[src/hw/rtl/slu_ffs.sv]
// Lowest-hit finder over the row of cell match flags: index and upper mask.
// Depends on nothing but its parameter.
module slu_ffs #(
  parameter int unsigned N = 128
) (
  input  logic [N-1:0]                          match_i,
  output logic                                  any_o,
  output logic [((N > 1) ? $clog2(N) : 1)-1:0]  idx_o,
  output logic [N-1:0]                          ge_mask_o
);

  localparam int unsigned IW = (N > 1) ? $clog2(N) : 1;

  logic [N-1:0]  lowbit;
  logic [IW-1:0] idx;

  // Isolate the lowest set bit, then mark it and everything above.
  assign lowbit    = match_i & (~match_i + N'(1));
  assign ge_mask_o = ~(lowbit - N'(1));
  assign any_o     = |match_i;

  always_comb begin
    idx = '0;
    for (int i = 0; i < N; i++) begin
      idx = idx | ({IW{lowbit[i]}} & IW'(i));
    end
  end

  assign idx_o = idx;

endmodule

[config.mk]
export PLATFORM = sky130hd
export DESIGN_NAME = slu_ffs
export DESIGN_NICKNAME = d
export VERILOG_FILES = /design/src/hw/rtl/slu_ffs.sv
export SDC_FILE = /design/constraint.sdc
export NUM_CORES = 1
export LEC_CHECK = 0
export BUFFER_PORTS_ARGS = -buffer_cell sky130_fd_sc_hd__buf_2
export CAP_MARGIN = 10
export CORE_ASPECT_RATIO = 1.4
export CORE_MARGIN = 5
export CORE_UTILIZATION = 42
export DETAILED_ROUTE_END_ITERATION = 10
export PLACE_DENSITY = 0.78
export SETUP_SLACK_MARGIN = 0.02
export SLEW_MARGIN = 20
export SYNTH_ARGS = -nofsm -noshare
export SYNTH_HDL_FRONTEND = slang
export SYNTH_SLANG_ARGS = --single-unit
export TNS_END_PERCENT = 10
[constraint.sdc]
create_clock -name vclk -period 2.9
set_clock_uncertainty 0.1 [all_clocks]
set_input_delay 0.145 -clock vclk [all_inputs]
set_output_delay 0.145 -clock vclk [all_outputs]
set_load 0.01 [all_outputs]
==> results of run 1 <==
## routing by layer
layer / track usage [%] / GRT overflow
met1: 68.6 / 0
met2: 87.7 / 43
met3: 58.8 / 0
met4: 73.1 / 36
met5: 9.58 / 0
## per-stage QoR
step / area (um^2) / setup slack, ns / cells / hold WS [ns]
floorplan: 4390 / -0.0368 / 766 / 0.282
CTS: 8500 / -0.140 / 1474 / 0.505
global placement: 8190 / -0.329 / 1465 / 0.491
detailed placement: 8190 / -0.454 / 1465 / 0.504
## repair_timing
action | 4_1_cts
setup buffers | 9
pin swaps | 16
gates resized for setup | 51
endpoints found under the setup margin | 20
## logic make-up after synthesis
logic type / Yosys count / synth area share [%]
AOI/OAI and AO/OA: 95 / 16.4
buffers and inverters: 72 / 6.36
and+or+nand+nor: 599 / 77.2
==> results.md, run 1 <==
- Post-synth top area share: 9.69%
- Overflow after GRT: 79
- RD Place Congestion: 1.29
- Top cells by area, synth: nor4_1 (9.7%), nand2_1 (8.6%), nand4_1 (8.3%)
- Halt Stage: 5_1_grt
- Hpwl dp: 28500 um
- Starting Density: 42.6%
- Port Buffer Count: 264
- GRT Total Usage: 71.1%
- Synth area leader: nor4_1
- # rows: 44
- Largest net degree at the start of global routing: 12
- Status: stopped before the end
- Synthesized area: 4390 um^2
- Yosys warns: 0
- IO Count: 264
- Vias in the first global route: 11.9k
- Netlist cell types: 74
- Die Width: 96.4 um
- Die Y-Extent: 131 um
- Mean Syn Cell Area: 5.73 um^2
- First-pass GRT wire length: 68600 um
- Most common cell in the netlist: nand2_1
- CTS Hold Bufs: 0
- Syn Inst Count: 766
- Sequential share of the synthesized area: 0%
- Syn_nets: 894
- First Error: [ERROR GRT-0116] Global routing finished with congestion. Check the congestion regions in the DRC Viewer.
- Synth top cells by count: nand2_1 (101), nor2_1 (81), nor4_1 (68)
==> run 2: changes to the inputs <==
--- a/config.mk
+++ b/config.mk
@@ -7,12 +7,10 @@
 export LEC_CHECK = 0
 export BUFFER_PORTS_ARGS = -buffer_cell sky130_fd_sc_hd__buf_2
 export CAP_MARGIN = 10
-export CORE_ASPECT_RATIO = 1.4
 export CORE_MARGIN = 5
-export CORE_UTILIZATION = 42
+export CORE_UTILIZATION = 40
 export DETAILED_ROUTE_END_ITERATION = 10
-export PLACE_DENSITY = 0.78
-export SETUP_SLACK_MARGIN = 0.02
+export PLACE_DENSITY_LB_ADDON = 0.15
 export SLEW_MARGIN = 20
 export SYNTH_ARGS = -nofsm -noshare
 export SYNTH_HDL_FRONTEND = slang
==> constraint.sdc (replaced) <==
create_clock -name vclk -period 3.75
set_clock_uncertainty 0.1 [all_clocks]
set_input_delay 0.1875 -clock vclk [all_inputs]
set_output_delay 0.1875 -clock vclk [all_outputs]
set_load 0.01 [all_outputs]
==> run 2 against run 1 <==
Net effect:
- the flow now finishes without violations
- synthesized cell count is the same
- area after synthesis did not move
==> results.md, run 2 <==
- CP Data Required Time: 3.46 ns
- Int Power: 97.8 uW
- Die Width: 115 um (was 96.4 um)
- Hold WC Path Type: in2out
- Clock network fraction of total power: 0%
- Overflow after GRT: 0
- Crit-path slowest cell: nor4_1
- Tot Pwr: 295 uW
- Post-synth top area share: 9.69% (unchanged)
- # rows: 38 (was 44)
- FILL cells: 1141
- Switching Share: 66.9%
- P_sw: 197 uW
- Placed Area: 6310 um^2 (was 8190 um^2)
- Port Buffer Count: 264 (unchanged)
- Post-cts sizing count: 0 (was 51)
- Crit Path Class: in2out
- Share of cells above drive strength 1: 33.8%
- Antenna viol nets, final: 0
- Maximum VDD drop: 0.0444 mV
- Netlist cell types: 74 (unchanged)
- Synth area leader: nor4_1 (unchanged)
- Slew @ Worst Pin: 0.922 ns
- Sequential share of power: 0%
- Max-slew violations: 0
- Non-filler cells, final: 1218
- Largest net degree at the start of global routing: 15
- Drt drc: 0
- Commonest non-fill, non-tap cell in the layout: buf_2
- Status: finished clean (was stopped before the end)
- WP data arrival: 3.28 ns
- WL final: 30400 um
- Worst-path cell chain: buf_2 -> nor4_1 -> and4_1 -> and3_1 -> inv_1 -> nor2_2 -> and3_1 -> inv_1 -> buf_4 -> o32a_1 -> nand4_1 -> nand4b_1 -> or4_1 -> buf_2
- Die Y-Extent: 115 um (was 131 um)
- Fin area: 6310 um^2
- Multi-input logic area: 4110 um^2
- Number of clock buffers in the layout: 0
- Core Region: 10800 um^2
- Mean Syn Cell Area: 5.73 um^2 (unchanged)
- Yosys warns: 0 (unchanged)
- Commonest non-fill, non-tap cells in the layout: buf_2 (264), nand2_1 (101), nor2_1 (81)
- Setup crit start: match_i[22]
- Synthesized area: 4390 um^2 (unchanged)
- Via count: 8587
- First-pass GRT wire length: 44700 um
- Initial antenna violation count: 0
- P&R area growth vs syn: 43.7%
- Final-report hold violation count: 0
- Max_cap viols: 0
- Tcrit/Tclk final: 95.0%
- Vias in the first global route: 7834
- HP Start: match_i[0]
- Syn_nets: 894 (unchanged)
- Setup violations, final: 0
- Starting Density: 40.7% (was 42.6%)
- DRT iter0 DRCs: 1694
- Worst setup EP type: primary output
- CTS Hold Bufs: 0 (unchanged)
- Placed insts: 1218 (was 1465)
- Slew margin rel.: 37.9%
- IO Count: 264 (unchanged)
- Top cells by area, synth: nor4_1 (9.7%), nand2_1 (8.6%), nand4_1 (8.3%) (unchanged)
- P per Cell Area: 46.8 nW/um^2
- Number of diodes: 0
- Vias per cell: 7.05
- Startpoint class of the critical path: input pin
- Leak: 2.31 nW
- Die area: 13200 um^2
- Critical Path Max Stage Delay: 0.81 ns
- Post-CTS Setup Bufs: 0 (was 9)
- GRT Total Usage: 43.0%
- Setup TNS: 0 ns
- Most common cell in the netlist: nand2_1 (unchanged)
- CP Max Fanout: 7
- Max Clk Rate: 281 MHz
- RD Place Congestion: 1.11 (was 1.29)
- Unrepaired setup endpoints after global routing: no
- Syn Inst Count: 766 (unchanged)
- Routed len/inst: 25.0 um
- Hpwl dp: 25900 um (was 28500 um)
- Sequential share of the synthesized area: 0% (unchanged)
- Sequential cell area: 0 um^2
- Final Critical Period: 3.56 ns
- Fin nets: 1208
- FFs & Latches: 0
- Drt first pass iters: 6
- Synth top cells by count: nand2_1 (101), nor2_1 (81), nor4_1 (68) (unchanged)
- Comb power frac: 100.0%
==> run 2: cell counts after synthesis <==
Identical to the previous run, type by type.
==> run 2: final cells by class <==
class,count,area share (%)
Inverter,54,3.25
Timing Repair Buffer,330,28.8
Multi-Input combinational cell,694,65.2
Tap cell,140,2.78
==> run 2: power by group through the flow <==
stage	Combinational, mW	Sequential [mW]	Clock, mW
after global routing	0.311	0	0
after detailed placement	0.279	0	0
after global placement	0.281	0	0
after CTS	0.280	0	0
final	0.295	0	0
after floorplan	0.0895	0	0
==> run 2: final timing paths <==
path | endpoint | slack, ns | cells after the start
worst min-delay path | ge_mask_o[0] | 0.56 | 2
worst max-delay path | idx_o[6] | 0.19 | 14
==> run 2: per-layer routing <==
| layer | track usage, % | up-vias | share of wire [%] |
|---|---|---|---|
| met5 | 0 | - | 0 |
| met4 | 21.1 | 0 | 7.2 |
| met3 | 11.9 | 215 | 16 |
| met2 | 66.6 | 897 | 41 |
| met1 | 55.1 | 3793 | 35 |
| li1 | - | 3682 | - |
==> run 2: critical path: cells and delay by family <==
family / cells / cell delay (ns)
AOI/OAI and AO/OA: 1 / 0.34
buffers and inverters: 5 / 0.59
and+or+nand+nor: 8 / 2.16
==> run 2: through the flow <==
step	setup WS, ns	util, %	hold WS, ns
4_1_cts	0.291	58.5	0.557
6_report	0.187	58.5	0.556
5_1_grt	0.0702	58.5	0.570
2_1_floorplan	0.728	-	0.367
3_5_place_dp	0.298	58.5	0.557
3_3_place_gp	0.320	58.5	0.552
==> run 2: cells by family (layout without fill, tap and decap cells) <==
family / after synthesis / in the layout / share of synthesized area [%]
AO/OA/AOI/OAI: 95 / 95 / 16.4
buffers and inverters: 72 / 384 / 6.36
AND/OR/NAND/NOR: 599 / 599 / 77.2
Power figures use the tool's default switching activity.
