===== config.mk =====
export PLATFORM = sky130hd
export DESIGN_NAME = slu_cell
export DESIGN_NICKNAME = d
export VERILOG_FILES = /design/src/hw/rtl/slu_pkg.sv /design/src/hw/rtl/slu_cell.sv
export SDC_FILE = /design/constraint.sdc
export NUM_CORES = 1
export LEC_CHECK = 0
export ABC_AREA = 1
export BUFFER_PORTS_ARGS = -buffer_cell sky130_fd_sc_hd__buf_2
export CORE_MARGIN = 2
export CORE_UTILIZATION = 42
export DETAILED_ROUTE_END_ITERATION = 6
export GPL_ROUTABILITY_DRIVEN = 0
export HOLD_SLACK_MARGIN = 0.03
export PLACE_DENSITY = 0.87
export SYNTH_ARGS = -nofsm -noshare
export SYNTH_HDL_FRONTEND = slang
export SYNTH_SLANG_ARGS = --single-unit

===== constraint.sdc =====
create_clock -name clk_i -period 1.3 [get_ports clk_i]
set_input_delay 0.065 -clock clk_i [delete_from_list [all_inputs] [get_ports clk_i]]
set_output_delay 0.065 -clock clk_i [all_outputs]
set_load 0.02 [all_outputs]

===== src/hw/rtl/slu_pkg.sv =====
// Shared types and constants for the sequential list engine.
// Depends on nothing; used by slu_cell, the top level and the testbench.
package slu_pkg;

  localparam int unsigned VAL_W  = 32;
  localparam int unsigned CMD_W  = 2;
  localparam int unsigned STAT_W = 2;
  localparam int unsigned POS_W  = 7;
  localparam int unsigned CNT_W  = 8;

  typedef enum logic [CMD_W-1:0] {
    CMD_INSERT = 2'd0,
    CMD_REMOVE = 2'd1,
    CMD_SEARCH = 2'd2
  } cmd_e;

  typedef enum logic [STAT_W-1:0] {
    ST_OK        = 2'd0,
    ST_FULL      = 2'd1,
    ST_NOT_FOUND = 2'd2
  } status_e;

  // Per-cell control, driven by the top level sequencer.
  typedef struct packed {
    logic cmp_en;    // capture compare result
    logic wr_en;     // load the write value
    logic shift_en;  // take the upper neighbor's value
  } cell_ctrl_t;

endpackage


===== src/hw/rtl/slu_cell.sv =====
// One list cell: a stored value and a registered match flag.
// Depends on slu_pkg (cell_ctrl_t, VAL_W).
module slu_cell (
  input  logic                          clk_i,
  input  logic                          rst_ni,
  input  slu_pkg::cell_ctrl_t           ctrl_i,
  input  logic                          live_i,
  input  logic [slu_pkg::VAL_W-1:0]     cmp_key_i,
  input  logic [slu_pkg::VAL_W-1:0]     wr_data_i,
  input  logic [slu_pkg::VAL_W-1:0]     nbr_data_i,
  output logic [slu_pkg::VAL_W-1:0]     data_o,
  output logic                          match_o
);

  logic [slu_pkg::VAL_W-1:0] data_q, data_d;
  logic                      match_q, match_d;

  always_comb begin
    data_d = data_q;
    if (ctrl_i.wr_en) begin
      data_d = wr_data_i;
    end else if (ctrl_i.shift_en) begin
      data_d = nbr_data_i;
    end
  end

  // Compare only live entries; dead cells never report a hit.
  assign match_d = ctrl_i.cmp_en ? (live_i && (data_q == cmp_key_i)) : match_q;

  always_ff @(posedge clk_i) begin
    data_q <= data_d;
  end

  always_ff @(posedge clk_i or negedge rst_ni) begin
    if (!rst_ni) begin
      match_q <= 1'b0;
    end else begin
      match_q <= match_d;
    end
  end

  assign data_o  = data_q;
  assign match_o = match_q;

endmodule


==> results.md, run 1 <==
- IO buf count: 134
- CTS tree: done
- DRC viols: 0
- Setup TNS: 0 ns
- Die ar.: 0.00523 sq mm
- Max-slew violations: 0
- Vias per std cell: 4.56
- Critical path class: reg -> reg
- Antenna diodes: 0
- RSZ-0062 raised after global routing: no
- Postcts setup bufs: 0
- Hpwl dp: 4020 microns
- PD cells: 1030 mW/mm^2
- Core ar.: 0.00441 sq mm
- Sequential fraction of the synthesis area: 50.3%
- GRT overflow: 0
- Initial antenna violation count: 0
- Leak: 1.60 nW
- CTS max path bufs: 2
- F_max: 889 MHz
- Worst Path Arrival: 1.34 ns
- Critical path's largest stage delay: 0.42 ns
- Number of cells on the worst reg-to-reg path: 9
- Drt wl/cell: 11.0 microns
- Multi-input gate area: 796 sq um
- Die width: 72.3 microns
- Post-synthesis net count: 369
- CP Cell Sequence: nand2_1 -> nand2_1 -> nor2_1 -> nand2_1 -> nor2_1 -> nand2_1 -> nor2_1 -> nand2_1 -> nand2_1
- Power, Total: 2.83 mW
- Number of global-route vias before repair: 1834
- Commonest non-fill, non-tap cells in the layout: 150 x nand2_1, 134 x buf_2, 34 x inv_1, 32 x edfxtp_1, 18 x nor2_1
- WL final: 5030 microns
- Tcrit/Tclk final: 86.5%
- Critical path peak fanout: 3
- MaxCap Viol Count: 0
- # IOs: 135
- Total GRT Usage: 19.0%
- CTS clk-pin slew, worst paths: 0.06 ns
- Final setup fails: 0
- First-pass GRT wire length: 7760 microns
- Cell variety after synth: 16
- Synth Warn #: 0
- DR vias: 2077
- Hold WC Path Type: in -> reg
- Worst skew pair latency: 0.27 ns
- Iteration-0 DRC Markers: 142
- Final Hold Viols: 0
- Root Buffer: clkbuf_8
- Critical-path cell with the highest stage delay: edfxtp_1
- Status: completed
- Clock sink total: 33
- CTS Buf Count: 5
- Worst-Margin Slew: 0.766 ns
- H-Tree Level Count: 2
- Peak supply drop: 0.000622 V
- Synth Register Bits: 33
- Mapped Cells: 267
- Largest net degree at the start of global routing: 34
- Hold Path Depth: 3
- Mapped cell area: 0.00196 sq mm
- Most common cell on crit path: nand2_1
- Layout area overhead: 40.5%
- Sequential cell area: 986 sq um
- CP endpoint kind: flip-flop
- Final Critical Period: 1.12 ns
- Commonest non-fill, non-tap cell in the layout: nand2_1
- Startpoint types: flip-flop
- Fin Clk Skew: 0.00278 ns
- Rel. slew slack: 49.0%
- Syn avg cell area: 7.34 sq um
- Die height: 72.3 microns
- Initial Util: 44.4%
- Post-route ant nets: 0
- First-pass iteration count of the detailed router: 4
- Row count: 24
- # fillers: 400
- Share of layout cells above drive strength 1: 36.0%
- Nets: 505
- Critical path required time: 1.52 ns
## cells by family (layout without fill, tap and decap cells)
family          count (synthesis)  in the layout  synth area share, %
buf+inv                        44            180                 9.13
xor+xnor                       12             12                 5.36
simple gates                  176            176                 34.7
flops                          33             33                 50.3
compound gates                  2              2                0.574
## registers in the layout (all words and copies together) (netlist names)
register and count:
match_o 1, data_o 32
## cells in the mapped netlist
| master | number | share of area (%) |
|---|---|---|
| clkinv_4 | 1 | 0.45 |
| nand4_1 | 5 | 1.6 |
| inv_1 | 34 | 6.5 |
| o22ai_1 | 1 | 0.32 |
| dfrtp_1 | 1 | 1.3 |
| xnor2_1 | 10 | 4.5 |
| nor2_1 | 18 | 3.4 |
| edfxtp_1 | 32 | 49 |
| nand2_2 | 1 | 0.32 |
| inv_2 | 2 | 0.38 |
| buf_2 | 7 | 1.8 |
| or2_1 | 1 | 0.32 |
| nand3_1 | 1 | 0.26 |
| nand2_1 | 150 | 29 |
| o21ai_0 | 1 | 0.26 |
| xor2_1 | 2 | 0.89 |
## per-stage QoR
stage / instances / hold WS, ns / instance area [sq um] / utilization, % / worst slack, ns
after global routing: 455 / 0.0566 / 2760 / 62.4 / 0.00485
after global placement: 447 / -0.153 / 2670 / 60.5 / 0.124
after CTS: 455 / 0.0425 / 2760 / 62.4 / 0.154
final: 455 / 0.0488 / 2760 / 62.4 / 0.175
after detailed placement: 447 / -0.155 / 2670 / 60.5 / 0.0704
after floorplan: 267 / -0.231 / 1960 / - / 0.177
## timing repair
action	in CTS	in global routing
gates resized for setup	0	0
endpoints found under the setup margin	0	0
hold buffers	1	0
hold endpoints to repair	1	0
## report_power, final
group	leakage, nW	total, mW	switching [mW]	internal, mW
clock	0.0387	0.704	0.343	0.360
sequential	0.344	1.38	0.0776	1.31
combinational	1.21	0.740	0.427	0.313
total	1.60	2.83	0.848	1.98
## critical path: cells and delay by family (launching register included)
| family | cells | cell delay [ns] |
|---|---|---|
| simple gates | 9 | 0.63 |
| flops | 1 | 0.42 |
## final cells by class
cell class	count	area share (%)
flip-flops and latches	33	35.8
multi-input cells	190	28.9
repair buffers	136	25.0
inverters	37	5.22
clock buffers	6	2.63
well taps	52	2.36
clock inverters	1	0.136
## routing by layer
| layer | global-route usage, % | vias to the layer above | routed length (microns) |
|---|---|---|---|
| met3 | 4.31 | 9 | 414 |
| li1 | - | 1076 | - |
| met1 | 21.8 | 905 | 1910 |
| met5 | 0 | - | 0 |
| met4 | 6.29 | 0 | 69 |
| met2 | 34.9 | 87 | 2630 |
## final timing paths
check	from	to	slack, ns
worst max register to register	data_o[31]	match_o	0.18
min in group asynchronous	rst_ni	match_o	0.10
worst max-delay path	data_o[31]	match_o	0.18
worst min register to register	match_o	match_o	0.50
worst min-delay path	nbr_data_i[1]	data_o[1]	0.05
max in group asynchronous	rst_ni	match_o	1.11
(Power assumes the default switching activity.)
==> run 2, diff against run 1 <==
==> constraint.sdc (replaced) <==
create_clock -name clk_i -period 1.3 [get_ports clk_i]
set_input_delay 0.195 -clock clk_i [delete_from_list [all_inputs] [get_ports clk_i]]
set_output_delay 0.195 -clock clk_i [all_outputs]
set_load 0.02 [all_outputs]
==> run 2 against run 1 <==
Compared with the run above:
- first-iteration DRC count down 29%
- combinational power up 2%
- sequential power about the same
- clock power up 3.8%
- register-to-register slack about the same
- critical endpoint unchanged
==> results.md, run 2 (same netlist as run 1, synthesis figures left out) <==
- Status: completed
- WL final: 5180 microns
- Post-route ant nets: 0
- Pre-CTS setup slack: 0.184 ns
- Die ar.: 0.00523 sq mm
- IO buf count: 134
- Share of layout cells above drive strength 1: 36.2%
- # fillers: 403
- Rel. slew slack: 64.5%
- Row count: 24
- RSZ-0062 raised after global routing: yes
- First-pass GRT wire length: 8110 microns
- DR vias: 2052
- Total GRT Usage: 20.2%
- Commonest non-fill, non-tap cells in the layout: 150 x nand2_1, 134 x buf_2, 34 x inv_1, 32 x edfxtp_1, 18 x nor2_1
- First-pass iteration count of the detailed router: 4
- Startpoint types: flip-flop
- Final setup fails: 0
- CTS clk-pin slew, worst paths: 0.07 ns
- Critical path peak fanout: 2
- Worst Path Arrival: 1.33 ns
- GRT overflow: 0
- R2R setup slack: 0.19 ns
- Number of global-route vias before repair: 1977
- Hold Path Depth: 3
- Resize count post-CTS: 0
- Core ar.: 0.00441 sq mm
- CTS Buf Count: 5
- Critical R2R Launch: data_o[14]
- Antenna diodes: 0
- Most common cell on crit path: nand2_1
- Largest register FFs: 32
- H-Tree Level Count: 2
- MaxCap Viol Count: 0
- Hold WC Path Type: in -> reg
- CTS max path bufs: 2
- Drt wl/cell: 11.3 microns
- Initial Util: 44.4%
- Worst skew pair latency: 0.28 ns
- Peak supply drop: 0.000615 V
- Leak: 1.61 nW
- F_max: 900 MHz
- Final Hold Viols: 0
- CP Cell Sequence: xnor2_1 -> nand2_1 -> nor2_1 -> nand2_2 -> nor2_1 -> nand2_1 -> nand2_1
- Layout area overhead: 42.1%
- Commonest non-fill, non-tap cell in the layout: nand2_1
- PD cells: 1030 mW/mm^2
- Buf+Inv Stages, Crit Path: 0
- # IOs: 135
- Largest net degree at the start of global routing: 33
- Worst-Margin Slew: 0.531 ns
- Critical path's largest stage delay: 0.40 ns
- Tcrit/Tclk final: 85.4%
- R2R Path End: match_o
- Critical path class: reg -> reg
- Nets: 507
- Power, Total: 2.87 mW
- Hpwl dp: 4140 microns
- CTS tree: done
- Worst Hold Launch: nbr_data_i[26]
- Final Critical Period: 1.11 ns
- Root Buffer: clkbuf_8
- Clock sink total: 33
- Worst path top cell family by delay: simple AND/OR/NAND/NOR gates
- Max-slew violations: 0
- Hold EP: data_o[26]
- Critical path required time: 1.52 ns
- Number of cells on the worst reg-to-reg path: 7
- Vias per std cell: 4.48
- CP endpoint kind: flip-flop
- Iteration-0 DRC Markers: 101
- Die width: 72.3 microns
- Setup TNS: 0 ns
- Fin Clk Skew: 0.00346 ns
- Initial antenna violation count: 0
- DRC viols: 0
- Die height: 72.3 microns
- Final worst slack: 0.189 ns
- Critical-path cell with the highest stage delay: edfxtp_1
## run 2: metal layers
layer | track usage (%) | vias up | part of all wire (%)
met1 | 20.8 | 878 | 38
met4 | 6.08 | 0 | 1.4
li1 | - | 1078 | -
met5 | 0 | - | 0
met3 | 5.56 | 8 | 7.1
met2 | 39.0 | 88 | 53
## run 2: worst max path at each step
stage	start	endpoint	slack (ns)	cells past startpoint
after floorplan	ctrl_i[1]	data_o[0]	0.12	2
after global placement	data_o[30]	match_o	0.21	9
after detailed placement	data_o[14]	match_o	0.18	7
after CTS	data_o[14]	match_o	0.17	7
after global routing	data_o[26]	match_o	-0.04	9
final	data_o[14]	match_o	0.19	7
## run 2: what timing repair did
item	4_1_cts	5_1_grt
hold buffers	1	0
endpoints found under the hold margin	1	0
setup buffers	0	0
setup endpoints to repair	0	1
## run 2: layout make-up
type                            count  area [sq um]  share of cell area, %
Sequential cell                    33           986                   35.4
Clock buffer                        8          80.1                   2.87
Tap cell                           52          65.1                   2.33
Timing Repair Buffer              138           716                   25.7
Inverter                           37           144                   5.16
Multi-Input combinational cell    190           796                   28.6
## run 2: power breakdown
group,internal [mW],leakage (nW),switching [mW]
sequential,1.30,0.344,0.0755
combinational,0.321,1.23,0.437
clock,0.380,0.0395,0.351
total,2.01,1.61,0.864
## run 2: tightest hold or removal path, cell delays in order
cell and delay [ns]:
buf_2 0.07, nand2_1 0.04, nand2_1 0.04
## run 2: metrics by stage
stage                     util [%]  std cells  cell area (sq um)  hold slack [ns]
after floorplan                  -        267               1960           -0.101
after global placement        61.1        449               2700          -0.0185
after detailed placement      61.1        449               2700          -0.0242
after CTS                     63.1        458               2790            0.166
after global routing          63.1        458               2790            0.173
final                         63.1        458               2790            0.178
==> run 3, diff against run 2 <==
- CORE_UTILIZATION: 42 -> 43
- CTS_BUF_LIST: not set -> sky130_fd_sc_hd__clkbuf_2
- PLACE_DENSITY: 0.87 -> 0.89
==> run 3 against run 2 <==
Compared with the run above:
- final cell count unchanged
- fmax is 5.8% lower
- global-route usage is 0.32 points higher
- sequential power is essentially flat
- hold slack worse by 0.086 ns
- final area fell by 1.8%
- clock skew rose by 0.019 ns
- critical path depth down 6
- count of clock-buffer cells in the layout down 2
- via count grew 0.29%
- critical path type is now reg -> out
- largest power group unchanged
==> results.md, run 3 (same netlist as run 1, synthesis figures left out) <==
- Vias per std cell: 4.49
- Die ar.: 0.00512 sq mm
- Die width: 71.5 microns
- Final setup fails: 0
- R2R setup slack: 0.18 ns
- First-pass GRT wire length: 8210 microns
- MaxCap Viol Count: 0
- RSZ-0062 raised after global routing: yes
- F_max: 848 MHz
- Initial Util: 44.7%
- Total GRT Usage: 20.5%
- Number of global-route vias before repair: 2076
- DR vias: 2058
- Critical-path cell with the highest stage delay: edfxtp_1
- PD cells: 932 mW/mm^2
- WL final: 4820 microns
- Post-route ant nets: 0
- H-Tree Level Count: 2
- Drt wl/cell: 10.5 microns
- Max-slew violations: 0
- Row count: 24
- Final Hold Viols: 0
- Reg power frac: 54.0%
- Largest register FFs: 32
- Peak supply drop: 0.000544 V
- CP endpoint kind: output pin
- Final worst slack: 0.120 ns
- Worst-Margin Slew: 0.498 ns
- Worst skew pair latency: 0.35 ns
- GRT overflow: 0
- CTS max path bufs: 2
- Clock share of power: 16.5%
- Leak: 1.60 nW
- Critical path class: reg -> out
- Comb pwr share: 29.5%
- Antenna diodes: 0
- Initial antenna violation count: 0
- First-pass iteration count of the detailed router: 4
- Die height: 71.5 microns
- DRC viols: 0
- Commonest non-fill, non-tap cell in the layout: nand2_1
- Worst Path Arrival: 0.98 ns
- Rel. slew slack: 66.8%
- Fin Clk Skew: 0.0229 ns
- Tcrit/Tclk final: 90.7%
- Nets: 508
- Critical path required time: 1.11 ns
- CTS Buf Count: 5
- Psw: 0.804 mW
- Share of layout cells above drive strength 1: 36.7%
- Status: completed
- Worst path top cell family by delay: flip-flops
- Buf+Inv Stages, Crit Path: 1
- Switching share of power: 31.5%
- Final std cells w/o fill: 458
- CTS tree: done
- CTS clk-pin slew, worst paths: 0.15 ns
- Clock sink total: 33
- Iteration-0 DRC Markers: 63
- Critical path peak fanout: 2
- Core ar.: 0.00438 sq mm
- Critical path's largest stage delay: 0.44 ns
- Placed cells: 450
- Largest net degree at the start of global routing: 33
- Startpoint types: flip-flop
- Pre-CTS setup slack: 0.151 ns
- Commonest non-fill, non-tap cells in the layout: 150 x nand2_1, 134 x buf_2, 34 x inv_1, 32 x edfxtp_1, 18 x nor2_1
- IO buf count: 134
- CP Cell Sequence: buf_2
- Resize count post-CTS: 0
- Pint: 1.75 mW
- # IOs: 135
- # fillers: 392
- Root Buffer: clkbuf_2
- Final Critical Period: 1.18 ns
- Layout area overhead: 39.5%
- Hpwl dp: 4030 microns
- Hold WC Path Type: in -> reg
## run 3: worst reg2reg max path, stage by stage, from the launching register on
cell and delay, ns:
edfxtp_1 0.42, xnor2_1 0.17, nand2_1 0.08, nor2_1 0.16
nand2_1 0.07, nor2_1 0.09, nand2_1 0.06, nand2_1 0.05
## run 3: per-stage QoR
stage / util (%) / cell area, sq um / hold slack (ns) / total power [mW] / setup TNS, ns
after floorplan: - / 1960 / -0.101 / 1.82 / 0
after global placement: 61.4 / 2690 / -0.0212 / 2.13 / 0
after detailed placement: 61.4 / 2690 / -0.0226 / 2.16 / 0
after CTS: 62.4 / 2740 / 0.0786 / 2.57 / 0
after global routing: 62.4 / 2740 / 0.0751 / 2.73 / -0.0278
final: 62.4 / 2740 / 0.0910 / 2.55 / 0
## run 3: final timing paths
check | to | start | depth (start not counted)
min in group asynchronous | match_o | rst_ni | 2
max | data_o[10] | data_o[10] | 1
min reg2reg | match_o | match_o | 2
max in group asynchronous | match_o | rst_ni | 2
max reg2reg | match_o | data_o[20] | 7
min | data_o[9] | nbr_data_i[9] | 3
## run 3: final cells by class
cell class	instances	area, sq um	share of cell area (%)
clock buffers	6	30.0	1.10
clock inverters	1	3.75	0.137
inverters	37	144	5.26
multi-input cells	190	796	29.1
flip-flops and latches	33	986	36.0
well taps	52	65.1	2.38
repair buffers	139	711	26.0
## run 3: power groups by stage
stage                     Clock, mW  Sequential (mW)  Combinational, mW
after floorplan                   0             1.54              0.279
after global placement            0             1.39              0.737
after detailed placement          0             1.40              0.753
after CTS                     0.434             1.38              0.758
after global routing          0.489             1.39              0.843
final                         0.421             1.38              0.751
## run 3: per-layer routing
layer	global-route usage (%)	routed length, microns
met3	6.19	371
met2	38.7	2510
met5	0	0
met1	21.7	1850
met4	6.29	84
## run 3: timing repair
action	in CTS	in global routing
hold buffers	1	0
endpoints found under the hold margin	1	0
setup buffers	0	0
endpoints found under the setup margin	0	1
